===== config.mk =====
export PLATFORM = sky130hd
export DESIGN_NAME = scoped_symbol_table
export DESIGN_NICKNAME = d
export VERILOG_FILES = /design/src/hw/rtl/sst_pkg.sv /design/src/hw/rtl/sst_front.sv /design/src/hw/rtl/sst_queue.sv /design/src/hw/rtl/sst_back.sv /design/src/hw/rtl/scoped_symbol_table.sv
export SDC_FILE = /design/constraint.sdc
export NUM_CORES = 2
export LEC_CHECK = 0
export BUFFER_PORTS_ARGS = -buffer_cell sky130_fd_sc_hd__buf_2
export CAP_MARGIN = 20
export CORE_MARGIN = 5
export CORE_UTILIZATION = 51
export DETAILED_ROUTE_END_ITERATION = 10
export PLACE_DENSITY_LB_ADDON = 0.05
export SKIP_CTS_REPAIR_TIMING = 1
export SLEW_MARGIN = 20
export SYNTH_ARGS = -nofsm -noshare
export SYNTH_HDL_FRONTEND = slang
export SYNTH_SLANG_ARGS = --single-unit

===== constraint.sdc =====
create_clock -name i_clk -period 6.5 [get_ports i_clk]
set_clock_uncertainty 0.05 [all_clocks]
set_input_delay 0.65 -clock i_clk [delete_from_list [all_inputs] [get_ports i_clk]]
set_output_delay 0.65 -clock i_clk [all_outputs]
set_load 0.005 [all_outputs]

===== src/hw/rtl/sst_pkg.sv =====
// ----------------------------------------------------------------------------
// sst_pkg
// Shared types and constants for the scoped symbol table.
// ----------------------------------------------------------------------------
`default_nettype none

package sst_pkg;

    localparam int ENTRIES      = 64;
    localparam int MAX_LEVELS   = 16;
    localparam int KEY_BITS     = 16;
    localparam int PAYLOAD_BITS = 32;

    localparam int REQ_W    = 2;
    localparam int STATUS_W = 3;
    localparam int SCOPE_W  = 4;

    localparam int IDX_W  = $clog2(ENTRIES);
    localparam int CNT_W  = IDX_W + 1;
    localparam int LVL_W  = $clog2(MAX_LEVELS);
    localparam int ENT_W  = KEY_BITS + PAYLOAD_BITS + LVL_W;

    localparam int QUEUE_DEPTH = 2;
    localparam int QPTR_W      = $clog2(QUEUE_DEPTH);
    localparam int QCNT_W      = QPTR_W + 1;

    typedef enum logic [REQ_W-1:0] {
        OP_PUSH   = 2'd0,
        OP_POP    = 2'd1,
        OP_LOOKUP = 2'd2,
        OP_ADD    = 2'd3
    } t_op;

    typedef enum logic [STATUS_W-1:0] {
        ST_OK        = 3'd0,
        ST_NOT_FOUND = 3'd1,
        ST_DUPLICATE = 3'd2,
        ST_FULL      = 3'd3,
        ST_OVERFLOW  = 3'd4,
        ST_UNDERFLOW = 3'd5
    } t_status;

    typedef struct packed {
        t_op                     op;
        logic [KEY_BITS-1:0]     key;
        logic [PAYLOAD_BITS-1:0] payload;
    } t_req;

endpackage

`default_nettype wire


===== src/hw/rtl/sst_front.sv =====
// ----------------------------------------------------------------------------
// sst_front
// Input stage: takes a request transfer, decodes it and hands it to the queue.
// ----------------------------------------------------------------------------
`default_nettype none

module sst_front (
    input  wire logic                             i_clk,
    input  wire logic                             i_rst_n,
    input  wire logic                             i_valid,
    output logic                                  o_stall,
    input  wire logic [sst_pkg::REQ_W-1:0]        i_req_type,
    input  wire logic [sst_pkg::KEY_BITS-1:0]     i_key,
    input  wire logic [sst_pkg::PAYLOAD_BITS-1:0] i_payload_in,
    output logic                                  o_push,
    output sst_pkg::t_req                         o_push_req,
    input  wire logic                             i_q_full
);
    import sst_pkg::*;

    logic r_valid;
    t_req r_req;
    logic w_accept;

    assign o_stall    = r_valid && i_q_full;
    assign w_accept   = i_valid && !o_stall;
    assign o_push     = r_valid && !i_q_full;
    assign o_push_req = r_req;

    always_ff @(posedge i_clk) begin
        if (!i_rst_n) begin
            r_valid <= 1'b0;
        end else if (w_accept) begin
            r_valid <= 1'b1;
        end else if (o_push) begin
            r_valid <= 1'b0;
        end
    end

    always_ff @(posedge i_clk) begin
        if (w_accept) begin
            r_req.op      <= t_op'(i_req_type);
            r_req.key     <= i_key;
            r_req.payload <= i_payload_in;
        end
    end

endmodule

`default_nettype wire


===== src/hw/rtl/sst_queue.sv =====
// ----------------------------------------------------------------------------
// sst_queue
// Short request queue between the input stage and the table engine.
// ----------------------------------------------------------------------------
`default_nettype none

module sst_queue (
    input  wire logic          i_clk,
    input  wire logic          i_rst_n,
    input  wire logic          i_push,
    input  sst_pkg::t_req      i_push_req,
    output logic               o_full,
    input  wire logic          i_pop,
    output logic               o_avail,
    output sst_pkg::t_req      o_head
);
    import sst_pkg::*;

    t_req              r_slot [QUEUE_DEPTH];
    logic [QPTR_W-1:0] r_wr_ptr;
    logic [QPTR_W-1:0] r_rd_ptr;
    logic [QCNT_W-1:0] r_count;
    logic              w_do_push;
    logic              w_do_pop;

    assign o_full    = r_count == QCNT_W'(QUEUE_DEPTH);
    assign o_avail   = r_count != '0;
    assign o_head    = r_slot[r_rd_ptr];
    assign w_do_push = i_push && !o_full;
    assign w_do_pop  = i_pop && o_avail;

    always_ff @(posedge i_clk) begin
        if (!i_rst_n) begin
            r_wr_ptr <= '0;
            r_rd_ptr <= '0;
            r_count  <= '0;
        end else begin
            if (w_do_push) begin
                r_wr_ptr <= (r_wr_ptr == QPTR_W'(QUEUE_DEPTH - 1)) ? '0 : r_wr_ptr + 1'b1;
            end
            if (w_do_pop) begin
                r_rd_ptr <= (r_rd_ptr == QPTR_W'(QUEUE_DEPTH - 1)) ? '0 : r_rd_ptr + 1'b1;
            end
            if (w_do_push && !w_do_pop) begin
                r_count <= r_count + 1'b1;
            end else if (w_do_pop && !w_do_push) begin
                r_count <= r_count - 1'b1;
            end
        end
    end

    always_ff @(posedge i_clk) begin
        if (w_do_push) begin
            r_slot[r_wr_ptr] <= i_push_req;
        end
    end

endmodule

`default_nettype wire


===== src/hw/rtl/sst_back.sv =====
// ----------------------------------------------------------------------------
// sst_back
// Table engine: scans the entry memory one slot per cycle and drives results.
// ----------------------------------------------------------------------------
`default_nettype none

module sst_back (
    input  wire logic                              i_clk,
    input  wire logic                              i_rst_n,
    input  wire logic                              i_q_avail,
    input  sst_pkg::t_req                          i_q_head,
    output logic                                   o_q_pop,
    output logic                                   o_valid,
    input  wire logic                              i_stall,
    output logic [sst_pkg::STATUS_W-1:0]           o_status,
    output logic [sst_pkg::PAYLOAD_BITS-1:0]       o_payload_out,
    output logic [sst_pkg::SCOPE_W-1:0]            o_scope_level
);
    import sst_pkg::*;

    typedef enum logic [2:0] {
        S_IDLE = 3'b001,
        S_SCAN = 3'b010,
        S_DONE = 3'b100
    } t_state;

    t_state                  r_state;
    t_req                    r_cur;
    logic [LVL_W-1:0]        r_level;
    logic [ENTRIES-1:0]      r_entry_vld;
    logic [CNT_W-1:0]        r_addr;
    logic                    r_chk_vld;
    logic [IDX_W-1:0]        r_chk_idx;
    logic [ENT_W-1:0]        r_rdata;
    logic                    r_found;
    logic [PAYLOAD_BITS-1:0] r_found_pay;
    logic                    r_free_vld;
    logic [IDX_W-1:0]        r_free_idx;
    logic                    r_out_valid;
    t_status                 r_out_status;
    logic [PAYLOAD_BITS-1:0] r_out_pay;
    logic [LVL_W-1:0]        r_out_level;

    logic [ENT_W-1:0]        mem [ENTRIES];

    logic [KEY_BITS-1:0]     w_rd_key;
    logic [PAYLOAD_BITS-1:0] w_rd_pay;
    logic [LVL_W-1:0]        w_rd_lvl;
    logic                    w_chk_live;
    logic                    w_need_scan;
    logic                    w_addr_left;
    logic                    w_add_ok;
    t_status                 n_status;
    logic [PAYLOAD_BITS-1:0] n_pay;
    logic [LVL_W-1:0]        n_level;

    assign w_rd_key    = r_rdata[KEY_BITS-1:0];
    assign w_rd_pay    = r_rdata[KEY_BITS +: PAYLOAD_BITS];
    assign w_rd_lvl    = r_rdata[KEY_BITS + PAYLOAD_BITS +: LVL_W];
    assign w_chk_live  = r_chk_vld && r_entry_vld[r_chk_idx];
    assign w_addr_left = r_addr < CNT_W'(ENTRIES);
    assign w_need_scan = (i_q_head.op == OP_LOOKUP) || (i_q_head.op == OP_ADD)
                      || ((i_q_head.op == OP_POP) && (r_level != '0));
    assign w_add_ok    = (r_state == S_DONE) && (r_cur.op == OP_ADD)
                      && !r_found && r_free_vld;
    assign o_q_pop     = (r_state == S_IDLE) && i_q_avail && !r_out_valid;

    always_comb begin
        n_status = ST_OK;
        n_pay    = '0;
        n_level  = r_level;
        case (r_cur.op)
            OP_PUSH: begin
                if (r_level == LVL_W'(MAX_LEVELS - 1)) begin
                    n_status = ST_OVERFLOW;
                end else begin
                    n_level = r_level + 1'b1;
                end
            end
            OP_POP: begin
                if (r_level == '0) begin
                    n_status = ST_UNDERFLOW;
                end else begin
                    n_level = r_level - 1'b1;
                end
            end
            OP_LOOKUP: begin
                if (r_found) begin
                    n_pay = r_found_pay;
                end else begin
                    n_status = ST_NOT_FOUND;
                end
            end
            OP_ADD: begin
                if (r_found) begin
                    n_status = ST_DUPLICATE;
                end else if (!r_free_vld) begin
                    n_status = ST_FULL;
                end
            end
            default: begin
                n_status = ST_OK;
            end
        endcase
    end

    always_ff @(posedge i_clk) begin
        if (!i_rst_n) begin
            r_state     <= S_IDLE;
            r_level     <= '0;
            r_entry_vld <= '0;
            r_addr      <= '0;
            r_chk_vld   <= 1'b0;
            r_found     <= 1'b0;
            r_free_vld  <= 1'b0;
            r_out_valid <= 1'b0;
        end else begin
            if (r_out_valid && !i_stall) begin
                r_out_valid <= 1'b0;
            end
            case (r_state)
                S_IDLE: begin
                    if (o_q_pop) begin
                        r_addr     <= '0;
                        r_chk_vld  <= 1'b0;
                        r_found    <= 1'b0;
                        r_free_vld <= 1'b0;
                        r_state    <= w_need_scan ? S_SCAN : S_DONE;
                    end
                end
                S_SCAN: begin
                    r_chk_vld <= w_addr_left;
                    if (w_addr_left) begin
                        r_addr <= r_addr + 1'b1;
                    end
                    if (r_chk_vld) begin
                        if (!r_entry_vld[r_chk_idx] && !r_free_vld) begin
                            r_free_vld <= 1'b1;
                        end
                        if (w_chk_live && (w_rd_key == r_cur.key)) begin
                            r_found <= 1'b1;
                        end
                        if ((r_cur.op == OP_POP) && w_chk_live && (w_rd_lvl >= r_level)) begin
                            r_entry_vld[r_chk_idx] <= 1'b0;
                        end
                        if (r_chk_idx == IDX_W'(ENTRIES - 1)) begin
                            r_state <= S_DONE;
                        end
                    end
                end
                S_DONE: begin
                    r_level     <= n_level;
                    r_out_valid <= 1'b1;
                    if (w_add_ok) begin
                        r_entry_vld[r_free_idx] <= 1'b1;
                    end
                    r_state <= S_IDLE;
                end
                default: begin
                    r_state <= S_IDLE;
                end
            endcase
        end
    end

    always_ff @(posedge i_clk) begin
        if (o_q_pop) begin
            r_cur <= i_q_head;
        end
        if (r_state == S_SCAN) begin
            r_chk_idx <= r_addr[IDX_W-1:0];
            if (r_chk_vld && !r_entry_vld[r_chk_idx] && !r_free_vld) begin
                r_free_idx <= r_chk_idx;
            end
            if (w_chk_live && (w_rd_key == r_cur.key)) begin
                r_found_pay <= w_rd_pay;
            end
        end
        if (r_state == S_DONE) begin
            r_out_status <= n_status;
            r_out_pay    <= n_pay;
            r_out_level  <= n_level;
        end
    end

    // entry memory: one read and one write port
    always_ff @(posedge i_clk) begin
        if (w_add_ok) begin
            mem[r_free_idx] <= {r_level, r_cur.payload, r_cur.key};
        end
    end

    always_ff @(posedge i_clk) begin
        r_rdata <= mem[r_addr[IDX_W-1:0]];
    end

    assign o_valid       = r_out_valid;
    assign o_status      = r_out_status;
    assign o_payload_out = r_out_pay;
    assign o_scope_level = SCOPE_W'(r_out_level);

endmodule

`default_nettype wire


===== src/hw/rtl/scoped_symbol_table.sv =====
// ----------------------------------------------------------------------------
// scoped_symbol_table
// Key/payload table with nested scopes: push, pop, lookup and add.
// ----------------------------------------------------------------------------
//  channel   handshake            fields
//  request   i_valid / o_stall    i_req_type, i_key, i_payload_in
//  result    o_valid / i_stall    o_status, o_payload_out, o_scope_level
//
//  push and underflowing pop go from the queue through the done state into the
//  result register; lookup, add and pop first scan every entry of the memory,
//  one read per cycle; the input register and queue precede the engine, which
//  takes the next request the cycle after its result transfer.
//  synchronous active-low reset empties the table and returns to the base scope.
//  a stalled result holds the engine; up to two requests plus the input register
//  still transfer in meanwhile.
// ----------------------------------------------------------------------------
`default_nettype none

module scoped_symbol_table (
    input  wire logic                             i_clk,
    input  wire logic                             i_rst_n,
    input  wire logic                             i_valid,
    output logic                                  o_stall,
    input  wire logic [sst_pkg::REQ_W-1:0]        i_req_type,
    input  wire logic [sst_pkg::KEY_BITS-1:0]     i_key,
    input  wire logic [sst_pkg::PAYLOAD_BITS-1:0] i_payload_in,
    output logic                                  o_valid,
    input  wire logic                             i_stall,
    output logic [sst_pkg::STATUS_W-1:0]          o_status,
    output logic [sst_pkg::PAYLOAD_BITS-1:0]      o_payload_out,
    output logic [sst_pkg::SCOPE_W-1:0]           o_scope_level
);
    import sst_pkg::*;

    logic w_push;
    t_req w_push_req;
    logic w_q_full;
    logic w_q_pop;
    logic w_q_avail;
    t_req w_q_head;

    sst_front u_front (
        .i_clk        (i_clk),
        .i_rst_n      (i_rst_n),
        .i_valid      (i_valid),
        .o_stall      (o_stall),
        .i_req_type   (i_req_type),
        .i_key        (i_key),
        .i_payload_in (i_payload_in),
        .o_push       (w_push),
        .o_push_req   (w_push_req),
        .i_q_full     (w_q_full)
    );

    sst_queue u_queue (
        .i_clk      (i_clk),
        .i_rst_n    (i_rst_n),
        .i_push     (w_push),
        .i_push_req (w_push_req),
        .o_full     (w_q_full),
        .i_pop      (w_q_pop),
        .o_avail    (w_q_avail),
        .o_head     (w_q_head)
    );

    sst_back u_back (
        .i_clk         (i_clk),
        .i_rst_n       (i_rst_n),
        .i_q_avail     (w_q_avail),
        .i_q_head      (w_q_head),
        .o_q_pop       (w_q_pop),
        .o_valid       (o_valid),
        .i_stall       (i_stall),
        .o_status      (o_status),
        .o_payload_out (o_payload_out),
        .o_scope_level (o_scope_level)
    );

endmodule

`default_nettype wire

==> flow_metrics.py <==
metrics = {
    "place": {
        "dp_cells": 9511,
        "gp_congestion": 0.872,
        "dp_hpwl_um": 229000,
        "post_dp_cell_area_sq_um": 148000,
        "numPortBuffers": 94,
    },
    "critical_path": {
        "cp_max_fo": 25,
        "critPathKind": "reg2reg",
        "critPathLaunchType": "register",
        "arrival_ps": 4750,
        "slowest_delay_ps": 680,
        "cp-end-kind": "register",
        "worstPathRequired_ps": 7230,
        "worstPathCellList": "buf_4 -> and3b_1 -> a311o_1 -> a22oi_1 -> o22ai_1 -> or4_1 -> a31oi_4 -> nand2b_4 -> o31ai_1",
        "slowest_stage": "edfxtp_1",
    },
    "global_routing": {
        "grt_pass1_wl_um": 541000,
        "grt_overflow": 0,
        "grt_max_degree": 89,
        "track_usage": 0.270,
        "antenna_found_initial": 28,
        "grt_pass1_vias": 66038,
    },
    "yosys": {
        "netlist_area_sq_um": 141000,
        "synth_area_per_cell_sq_um": 24.5,
        "synthFlopType": "edfxtp_1",
        "netlist-cell-type-count": 68,
        "synth-edff-count": 3611,
        "synth_simple_gate_area_frac": 0.0105,
        "synth_compound_area_frac": 0.00911,
        "synth_top_area_cell": "edfxtp_1",
        "async_reset_ff_frac": 0,
        "ys_seq_area_frac": 0.788,
        "syn_inst": 5752,
        "synthAdderAreaFrac": 0.000709,
        "syn_nets": 5814,
        "synth_seq_cells": 3751,
        "synthTopCellsByArea": "edfxtp_1 (77%), mux4_2 (18%), dfxtp_1 (2.0%)",
        "synth_warnings": 0,
        "synth_top_family_by_area": "multiplexers",
        "yosys.area.top_type_share": 0.768,
        "synth_most_common_cell": "edfxtp_1",
        "synthXorXnorAreaFrac": 0.00168,
        "synth_common_cells": "edfxtp_1 (3611), mux4_2 (1097), clkbuf_1 (182)",
        "synthMuxAreaShare": 0.181,
    },
    "cts": {
        "cts-root-buf": "clkbuf_16",
        "clk_pin_slew_ps": 60,
        "cts_num_sinks": 3751,
        "clock_path_buffers": 4,
        "numCtsBuffers": 383,
        "clk_latency_ps": 940,
        "tritoncts": "done",
        "h-tree-depth": 5,
    },
    "die": {
        "dieHeight_um": 536,
        "num_rows": 193,
        "die_w_um": 536,
        "io_pins": 95,
        "start_util": 0.511,
        "dieArea_sq_um": 287000,
        "core_sq_um": 276000,
    },
    "timing": {
        "period_minus_slack_ps": 4020,
        "clock.fmax_mhz": 249,
        "relSlewSlack": 0.198,
        "tns_ps": 0,
        "maxSlewViolCount": 0,
        "hold_violations": 0,
        "finalCritPeriodShare": 0.618,
        "rsz0062_at_grt": "no",
        "hold_ws_ps": 264,
        "setup_viol": 0,
        "worstMarginPinSlew_ps": 1200,
    },
    "detailed_routing": {
        "ant_nets": 0,
        "route.detailed.drc": 0,
        "routed_wl_um": 389000,
        "vias_per_cell": 6.41,
        "wire_per_inst_um": 37.8,
        "drtPass1Iterations": 6,
        "vias": 65964,
        "drt_iter0_drc": 8220,
    },
    "pwr": {
        "p_leak_nw": 48.7,
        "peakVddDrop_v": 0.000346,
        "power_density_nw_per_um2": 349,
    },
    "hold_path": {
        "hold_class": "in2reg",
    },
    "cells_and_area": {
        "fin_area_sq_um": 162000,
        "drive_gt1_frac": 0.331,
        "fin_cells": 10297,
        "syn2layout_area_growth_pct": 14.5,
        "layout.nets": 6305,
    },
    "job": {
        "drv_cap": 0,
    },
    "outcome": {
        "status": "complete, no violations",
    },
}
==> metrics by stage <==
| stage | worst slack [ps] | util | total power, mW |
|---|---|---|---|
| after floorplan | 1870 | - | 31.8 |
| final | 2480 | 0.586 | 56.4 |
| after global routing | 2270 | 0.585 | 58.1 |
| after detailed placement | 2550 | 0.537 | 34.5 |
| after global placement | 2600 | 0.536 | 34.3 |
| after CTS | 2540 | 0.583 | 56.8 |
==> critical path: cells and delay by family, from the launching register on <==
kind / cells / cell delay (ps)
AO/OA/AOI/OAI: 5 / 1440
AND/OR/NAND/NOR: 3 / 1320
buffers and inverters: 1 / 360
flip-flops: 1 / 680
==> cell type report <==
type	count	area, sq um
Clock buffer	488	10300
Sequential cell	3751	111000
Antenna cell	19	47.5
Fill cell	19586	114000
Multi-Input combinational cell	1674	29100
Clock inverter	227	2610
Timing Repair Buffer	410	3590
Tap cell	3705	4640
Inverter	23	101
==> path summary, 6_finish.rpt <==
check | start | to | slack, ps | cells after the start
worst max-delay path | u_back.r_chk_idx[1]$_DFFE_PP_ | u_back.r_entry_vld[49]$_SDFFE_PN0P_ | 2480 | 9
worst min-delay path | i_rst_n | u_back.r_entry_vld[57]$_SDFFE_PN0P_ | 260 | 3
worst max register to register | u_back.r_chk_idx[1]$_DFFE_PP_ | u_back.r_entry_vld[49]$_SDFFE_PN0P_ | 2480 | 9
worst min register to register | u_back.r_rdata[44]$_DFF_P_ | u_back.r_found_pay[28]$_DFFE_PP_ | 360 | 0
==> per-layer routing <==
metal,GRT usage,vias up,share of wire
met5,0,-,0.00015
met1,0.393,36644,0.41
li1,-,25912,-
met3,0.0324,537,0.066
met4,0.0716,8,0.028
met2,0.443,2863,0.50
==> kinds of logic after synthesis <==
group,Yosys count
adder cells (fa/ha/maj),8
AO/OA/AOI/OAI,169
flip-flops,3751
AND/OR/NAND/NOR,308
multiplexers,1162
XOR/XNOR,27
buffers and inverters,327
==> power breakdown <==
| part | switching (mW) | internal (mW) | total [mW] |
|---|---|---|---|
| Clock | 9.34 | 13.2 | 22.5 |
| Sequential | 0.414 | 29.0 | 29.4 |
| Combinational | 3.62 | 0.928 | 4.54 |
| Total | 13.4 | 43.1 | 56.4 |
==> layout by cell type, fill, tap and decap left out, types with 62 or more instances in the layout <==
| cell | count |
|---|---|
| buf_2 | 94 |
| buf_4 | 214 |
| nand2_1 | 62 |
| mux4_2 | 1097 |
| edfxtp_1 | 3611 |
| dfxtp_1 | 129 |
| clkbuf_16 | 388 |
| clkinv_2 | 73 |
| clkinv_1 | 71 |
| clkbuf_1 | 79 |
==> registers in the layout (all words and copies together) (netlist names), named ones only <==
| register | flops |
|---|---|
| u_back.r_rdata | 52 |
| u_back.r_entry_vld | 64 |
| u_back.r_addr | 7 |
| u_back.r_cur | 50 |
| u_back.r_level | 4 |
| u_queue.r_wr_ptr | 1 |
| u_back.r_found | 1 |
| u_back.r_free_idx | 6 |
| u_back.o_scope_level | 4 |
| u_back.o_valid | 1 |
| u_back.r_found_pay | 32 |
| u_front.r_valid | 1 |
| u_back.r_state | 3 |
| u_back.o_payload_out | 32 |
| u_queue.r_slot | 100 |
| u_queue.r_rd_ptr | 1 |
| u_back.r_free_vld | 1 |
| u_front.o_push_req | 50 |
| u_back.mem | 3328 |
| u_back.r_chk_idx | 6 |
| u_queue.r_count | 2 |
| u_back.r_chk_vld | 1 |
| u_back.o_status | 3 |
Note: power is estimated with default switching activity, not from simulation.
